### src/design/tlp_pkg.sv
// ----------------------------------------------------------------------------
// tlp_pkg
// Shared types, constants and helpers of the two-layer perceptron block.
// ----------------------------------------------------------------------------
package tlp_pkg;

    localparam int MAX_INPUTS  = 16;
    localparam int MAX_HIDDEN  = 16;
    localparam int MAX_OUTPUTS = 8;
    localparam int FRAC_BITS   = 12;
    localparam int RATE_BITS   = 12;

    localparam int OW_BASE     = MAX_INPUTS * MAX_HIDDEN;
    localparam int HB_BASE     = OW_BASE + MAX_HIDDEN * MAX_OUTPUTS;
    localparam int OB_BASE     = HB_BASE + MAX_HIDDEN;
    localparam int PARAM_TOTAL = OB_BASE + MAX_OUTPUTS;

    localparam int IIDX_W = $clog2(MAX_INPUTS);
    localparam int OIDX_W = $clog2(MAX_OUTPUTS);
    localparam int IDX_W  = (IIDX_W > OIDX_W) ? IIDX_W : OIDX_W;
    localparam int CID_W  = $clog2(MAX_HIDDEN);

    localparam int VAL_W      = 16;
    localparam int ERR_W      = VAL_W + 1;
    localparam int DATA_W     = 26;
    localparam int MULB_W     = VAL_W + 1;
    localparam int PROD_W     = DATA_W + MULB_W;
    localparam int SUM_W      = 32;
    localparam int NI_W       = 5;
    localparam int NH_W       = 5;
    localparam int NO_W       = 4;
    localparam int LR_W       = 13;
    localparam int ADDR_W     = 9;
    localparam int FUNC_W     = 3;
    localparam int CFG_IDX_W  = 4;
    localparam int CFG_DATA_W = 16;

    localparam logic [NI_W-1:0] NI_RESET = 5'd2;
    localparam logic [NH_W-1:0] NH_RESET = 5'd4;
    localparam logic [NO_W-1:0] NO_RESET = 4'd1;
    localparam logic [LR_W-1:0] LR_RESET = 13'd410;
    localparam logic [LR_W-1:0] LR_MAX   = 13'd4096;
    localparam logic signed [ERR_W-1:0] ONE = ERR_W'(1 << FRAC_BITS);

    localparam logic [FUNC_W-1:0] FN_SET_INPUT  = 3'd0;
    localparam logic [FUNC_W-1:0] FN_SET_TARGET = 3'd1;
    localparam logic [FUNC_W-1:0] FN_EVALUATE   = 3'd2;
    localparam logic [FUNC_W-1:0] FN_TEACH      = 3'd3;
    localparam logic [FUNC_W-1:0] FN_WRITE      = 3'd4;
    localparam logic [FUNC_W-1:0] FN_READ       = 3'd5;

    localparam logic [CFG_IDX_W-1:0] CFG_NUM_INPUTS  = 4'd0;
    localparam logic [CFG_IDX_W-1:0] CFG_NUM_HIDDEN  = 4'd1;
    localparam logic [CFG_IDX_W-1:0] CFG_NUM_OUTPUTS = 4'd2;
    localparam logic [CFG_IDX_W-1:0] CFG_LEARN_RATE  = 4'd3;

    typedef enum logic [3:0] {
        OP_NOP   = 4'd0,
        OP_FWD_H = 4'd1,
        OP_FWD_O = 4'd2,
        OP_BACK  = 4'd3,
        OP_UPD_O = 4'd4,
        OP_RATE  = 4'd5,
        OP_UPD_H = 4'd6,
        OP_WR_W  = 4'd7,
        OP_WR_O  = 4'd8,
        OP_WR_B  = 4'd9,
        OP_RD_W  = 4'd10,
        OP_RD_O  = 4'd11,
        OP_RD_B  = 4'd12
    } op_t;

    typedef struct packed {
        logic [FUNC_W-1:0]       func;
        logic [ADDR_W-1:0]       index;
        logic signed [VAL_W-1:0] value;
    } item_t;

    typedef struct packed {
        logic [ADDR_W-1:0]       out_index;
        logic signed [VAL_W-1:0] out_value;
        logic                    last;
        logic                    status;
    } result_t;

    typedef struct packed {
        logic                     valid;
        logic                     last;
        op_t                      op;
        logic [IDX_W-1:0]         idx;
        logic [CID_W-1:0]         sel;
        logic signed [DATA_W-1:0] data;
    } beat_t;

    function automatic logic signed [VAL_W-1:0] sat16(input logic signed [SUM_W-1:0] v);
        logic signed [SUM_W-1:0] vmax;
        logic signed [SUM_W-1:0] vmin;
        vmax = SUM_W'(32767);
        vmin = -SUM_W'(32768);
        if (v > vmax)
            return VAL_W'(vmax);
        else if (v < vmin)
            return VAL_W'(vmin);
        else
            return VAL_W'(v);
    endfunction

endpackage

### src/design/tlp_cell.sv
// ----------------------------------------------------------------------------
// tlp_cell
// One hidden neuron: its input weights, bias and output weights, with one
// shared multiplier; acts on each beat and hands it to the next cell.
// ----------------------------------------------------------------------------
module tlp_cell (
    input  logic                        clk,
    input  logic                        rst_n,
    input  logic [tlp_pkg::CID_W-1:0]   cell_id,
    input  logic                        active,
    input  tlp_pkg::beat_t              beat_in,
    output tlp_pkg::beat_t              beat_out
);

    logic signed [tlp_pkg::VAL_W-1:0]  w_reg  [tlp_pkg::MAX_INPUTS];
    logic signed [tlp_pkg::VAL_W-1:0]  ow_reg [tlp_pkg::MAX_OUTPUTS];
    logic signed [tlp_pkg::VAL_W-1:0]  b_reg;
    logic signed [tlp_pkg::DATA_W-1:0] acc_reg, acc_next;
    logic signed [tlp_pkg::DATA_W-1:0] eh_reg, eh_next;
    logic signed [tlp_pkg::DATA_W-1:0] t_reg, t_next;
    logic                              hid_reg, hid_next;
    tlp_pkg::beat_t                    beat_reg, beat_next;

    logic [tlp_pkg::IIDX_W-1:0]        iidx;
    logic [tlp_pkg::OIDX_W-1:0]        oidx;
    logic                              mine;
    logic signed [tlp_pkg::DATA_W-1:0] mul_a;
    logic signed [tlp_pkg::MULB_W-1:0] mul_b;
    logic signed [tlp_pkg::PROD_W-1:0] prod;
    logic signed [tlp_pkg::SUM_W-1:0]  term;
    logic                              w_we, ow_we, b_we;
    logic signed [tlp_pkg::VAL_W-1:0]  w_wdata, ow_wdata, b_wdata;

    assign iidx     = beat_in.idx[tlp_pkg::IIDX_W-1:0];
    assign oidx     = beat_in.idx[tlp_pkg::OIDX_W-1:0];
    assign mine     = (beat_in.sel == cell_id);
    assign beat_out = beat_reg;

    always_comb
    begin
        case (beat_in.op)
            tlp_pkg::OP_FWD_H:
            begin
                mul_a = beat_in.data;
                mul_b = tlp_pkg::MULB_W'(w_reg[iidx]);
            end
            tlp_pkg::OP_BACK:
            begin
                mul_a = beat_in.data;
                mul_b = tlp_pkg::MULB_W'(ow_reg[oidx]);
            end
            tlp_pkg::OP_RATE:
            begin
                mul_a = eh_reg;
                mul_b = $signed(beat_in.data[tlp_pkg::MULB_W-1:0]);
            end
            tlp_pkg::OP_UPD_H:
            begin
                mul_a = t_reg;
                mul_b = $signed(beat_in.data[tlp_pkg::MULB_W-1:0]);
            end
            default:
            begin
                mul_a = beat_in.data;
                mul_b = '0;
            end
        endcase
        prod = mul_a * mul_b;
        if (beat_in.op == tlp_pkg::OP_RATE)
            term = tlp_pkg::SUM_W'(prod >>> tlp_pkg::RATE_BITS);
        else
            term = tlp_pkg::SUM_W'(prod >>> tlp_pkg::FRAC_BITS);
    end

    always_comb
    begin
        beat_next = beat_in;
        acc_next  = acc_reg;
        eh_next   = eh_reg;
        t_next    = t_reg;
        hid_next  = hid_reg;
        w_we      = 1'b0;
        ow_we     = 1'b0;
        b_we      = 1'b0;
        w_wdata   = beat_in.data[tlp_pkg::VAL_W-1:0];
        ow_wdata  = beat_in.data[tlp_pkg::VAL_W-1:0];
        b_wdata   = beat_in.data[tlp_pkg::VAL_W-1:0];
        if (beat_in.valid)
        begin
            case (beat_in.op)
                tlp_pkg::OP_FWD_H:
                begin
                    acc_next = ((iidx == '0) ? tlp_pkg::DATA_W'(b_reg) : acc_reg)
                             + term[tlp_pkg::DATA_W-1:0];
                    hid_next = ~acc_next[tlp_pkg::DATA_W-1];
                end
                tlp_pkg::OP_FWD_O:
                begin
                    if (active && hid_reg)
                        beat_next.data = beat_in.data + tlp_pkg::DATA_W'(ow_reg[oidx]);
                end
                tlp_pkg::OP_BACK:
                begin
                    eh_next = ((oidx == '0) ? '0 : eh_reg) + term[tlp_pkg::DATA_W-1:0];
                end
                tlp_pkg::OP_UPD_O:
                begin
                    ow_we    = active && hid_reg;
                    ow_wdata = tlp_pkg::sat16(tlp_pkg::SUM_W'(ow_reg[oidx])
                                              + tlp_pkg::SUM_W'(beat_in.data));
                end
                tlp_pkg::OP_RATE:
                begin
                    t_next  = term[tlp_pkg::DATA_W-1:0];
                    b_we    = active;
                    b_wdata = tlp_pkg::sat16(tlp_pkg::SUM_W'(b_reg) + term);
                end
                tlp_pkg::OP_UPD_H:
                begin
                    w_we    = active;
                    w_wdata = tlp_pkg::sat16(tlp_pkg::SUM_W'(w_reg[iidx]) + term);
                end
                tlp_pkg::OP_WR_W: w_we  = mine;
                tlp_pkg::OP_WR_O: ow_we = mine;
                tlp_pkg::OP_WR_B: b_we  = mine;
                tlp_pkg::OP_RD_W:
                begin
                    if (mine)
                        beat_next.data = tlp_pkg::DATA_W'(w_reg[iidx]);
                end
                tlp_pkg::OP_RD_O:
                begin
                    if (mine)
                        beat_next.data = tlp_pkg::DATA_W'(ow_reg[oidx]);
                end
                tlp_pkg::OP_RD_B:
                begin
                    if (mine)
                        beat_next.data = tlp_pkg::DATA_W'(b_reg);
                end
                default:
                begin
                end
            endcase
        end
    end

    always_ff @(posedge clk or negedge rst_n)
    begin
        if (!rst_n)
            beat_reg <= '0;
        else
            beat_reg <= beat_next;
    end

    always_ff @(posedge clk)
    begin
        acc_reg <= acc_next;
        eh_reg  <= eh_next;
        t_reg   <= t_next;
        hid_reg <= hid_next;
        if (w_we)
            w_reg[iidx] <= w_wdata;
        if (ow_we)
            ow_reg[oidx] <= ow_wdata;
        if (b_we)
            b_reg <= b_wdata;
    end

endmodule

### config.mk
export PLATFORM = sky130hd
export DESIGN_NAME = tlp_cell
export DESIGN_NICKNAME = d
export VERILOG_FILES = /design/src/design/tlp_pkg.sv /design/src/design/tlp_cell.sv
export SDC_FILE = /design/constraint.sdc
export NUM_CORES = 2
export LEC_CHECK = 0
export BUFFER_PORTS_ARGS = -buffer_cell sky130_fd_sc_hd__buf_2
export CAP_MARGIN = 40
export CELL_PAD_IN_SITES_DETAIL_PLACEMENT = 0
export CELL_PAD_IN_SITES_GLOBAL_PLACEMENT = 1
export CORE_UTILIZATION = 55
export CTS_BUF_LIST = sky130_fd_sc_hd__clkbuf_16
export DETAILED_ROUTE_END_ITERATION = 10
export GPL_ROUTABILITY_DRIVEN = 0
export GPL_TIMING_DRIVEN = 0
export PLACE_DENSITY = 0.84
export SLEW_MARGIN = 20
export SYNTH_ARGS = -nofsm -noshare
export SYNTH_HDL_FRONTEND = slang
export SYNTH_SLANG_ARGS = --single-unit
### constraint.sdc
create_clock -name clk -period 18.8 [get_ports clk]
set_clock_uncertainty 0.05 [all_clocks]
set_input_delay 0.94 -clock clk [delete_from_list [all_inputs] [get_ports clk]]
set_output_delay 0.94 -clock clk [all_outputs]
set_load 0.01 [all_outputs]
==> impl_metrics.json <==
{
  "status": "finished, final reports clean",
  "crit_buf_inv": 14,
  "min_period_ns": 17.80,
  "synthCells": 3994,
  "yosys_most_used_dff": "edfxtp_1",
  "synth_seq_cells": 519,
  "coreArea_um2": 77800,
  "max_freq_mhz": 56.2,
  "cpLargestDelayFamily": "buffers and inverters",
  "cp.arrival_ns": 18.12,
  "start_util_pct": 55.9,
  "fin_crit_sh_pct": 94.7,
  "required_ns": 19.12,
  "cts_resized": 0,
  "syn_nets": 4718,
  "avgSynthCellArea_um2": 10.9,
  "worst_slew_pin_slew_ns": 1.04,
  "holdBufCountCts": 0,
  "areaGrowthSynthToFinish_pct": 10.1,
  "synth_cell_types": 89,
  "hold_viol_final": 0,
  "worstSetupPathType": "in2reg",
  "post_drt_wl_per_cell_um": 25.7,
  "port_buffers": 86,
  "ios": 87,
  "vias": 33000,
  "grt_overflow_total": 0,
  "cts_tree": "done",
  "firstDrtPassIters": 10,
  "synth_edf_count": 479,
  "cts_sinks": 519,
  "hpwl_mm": 105,
  "critPathSlowestCell": "buf_1",
  "rows": 102,
  "cts_setup_buffers": 0,
  "cts_root_buf": "clkbuf_16",
  "viasPerCell": 6.22,
  "cp-start-kind": "primary input",
  "path_max_fanout": 10,
  "synth_seq_area_share_pct": 35.4,
  "drv_cap": 0,
  "antenna_found_initial": 7,
  "path_clk_slew_ns": 0.06,
  "cp_slowest_stage_delay_ns": 0.71,
  "grt_pass1_vias": 32900,
  "synth_top_area_cell": "edfxtp_1",
  "placed_area_um2": 46100,
  "insertion_delay_ns": 0.65,
  "grt_first_pass_wirelength_mm": 205,
  "ant_nets": 0,
  "remaining_drc_errors": 0,
  "nets": 4936,
  "worst_hold_path_type": "in2async",
  "cts-htree-levels": 2,
  "rsz0062_at_grt": "false",
  "dieHeight_um": 283,
  "synth_area_um2": 43500,
  "relSlewSlack_pct": 30.6,
  "finalSetupViolations": 0,
  "register_area_um2": 15400,
  "die_area_um2": 80200,
  "ys.warnings.count": 0,
  "setup.worst_path.end_class": "flop",
  "cts.path.max_buffers": 3,
  "drive_gt1_share_pct": 10.6,
  "n_fill_cell": 6358,
  "async_reset_ff_share_pct": 7.71,
  "synth.most_common_cell": "inv_1",
  "dr.first_iter.drc_count": 4136,
  "synth_common_cells": "inv_1 (484), edfxtp_1 (479), nand2_1 (448)",
  "fin_area_um2": 47900,
  "tns_ns": 0,
  "cp_common_cell": "fa_1",
  "drv_slew": 0,
  "synth_top_area_share_pct": 33.1,
  "cts_inserted_buffers": 52,
  "largest_reg_flops": 256,
  "die_x_um": 283,
  "grt_max_degree": 31,
  "synth_area_leaders": "edfxtp_1 (33%), fa_1 (20%), ha_1 (7.0%), mux4_2 (5.5%), inv_1 (4.2%)",
  "wirelength_mm": 136,
  "groute.usage.overall_pct": 34.3,
  "multi_input_area_um2": 25900
}
## metrics by stage
step | utilization (%) | std cells | hold WS [ns] | worst slack (ns)
6_report | 61.5 | 5300 | 0.169 | 1.00
3_5_place_dp | 59.2 | 5188 | 0.594 | 0.481
2_1_floorplan | - | 3994 | 0.550 | 5.55
4_1_cts | 61.4 | 5286 | 0.177 | 1.07
3_3_place_gp | 58.1 | 5120 | 0.585 | 0.0789
5_1_grt | 61.5 | 5297 | 0.183 | 0.474
## area by class of cell
cell class / instances / area share [%]
plain buffers: 158 / 1.29
clock inverters: 45 / 0.765
inverters: 488 / 3.82
flip-flops and latches: 519 / 32.1
repair buffers: 164 / 2.41
diodes: 4 / 0.0209
multi-input cells: 2829 / 54.1
well taps: 1040 / 2.72
clock buffers: 53 / 2.77
## placed cells by master, fill, tap and decap left out, drive strengths merged, types with 41 or more instances in the layout
cell	instances
a21o	78
a21oi	199
and2	79
buf	198
clkbuf	177
edfxtp	479
fa	435
ha	242
inv	500
mux4	107
nand2	448
nor2	383
nor3	44
o211ai	41
o21ai	108
xnor2	94
xor2	57
## cells by family after synthesis
| kind of cell | synth area share [%] |
|---|---|
| buffers and inverters | 5.63 |
| xor gates and xnor gates | 3.06 |
| DFF | 35.4 |
| adders and majority gates | 27.0 |
| and+or+nand+nor | 12.5 |
| AOI/OAI and AO/OA | 10.1 |
| muxes | 6.35 |
## path summary, 6_finish.rpt
kind | startpoint | to | slack, ns | cells after the start
min | rst_n | beat_out[31] | 0.17 | 1
max | beat_in[31] | w_reg[12][9] | 1.00 | 51
min reg2reg | acc_reg[0] | acc_reg[0] | 0.62 | 3
max reg2reg | w_reg[12][5] | w_reg[12][9] | 3.83 | 44
max in group asynchronous | rst_n | beat_out[22] | 17.94 | 2
min in group clk | beat_in[31] | beat_out[31] | 0.36 | 1
## per-layer routing
layer | vias up | GRT usage [%] | wire [um] | share of wire, %
met5 | - | 0 | 60 | 0.044
met3 | 361 | 6.14 | 14600 | 11
met2 | 1891 | 52.6 | 61000 | 45
met1 | 16400 | 49.1 | 55000 | 40
li1 | 14300 | - | - | -
met4 | 10 | 12.4 | 5530 | 4.1
Power is left out: the tool's default activity adds up to more than one toggle a clock period on the data nets, which glitch-free logic cannot reach.
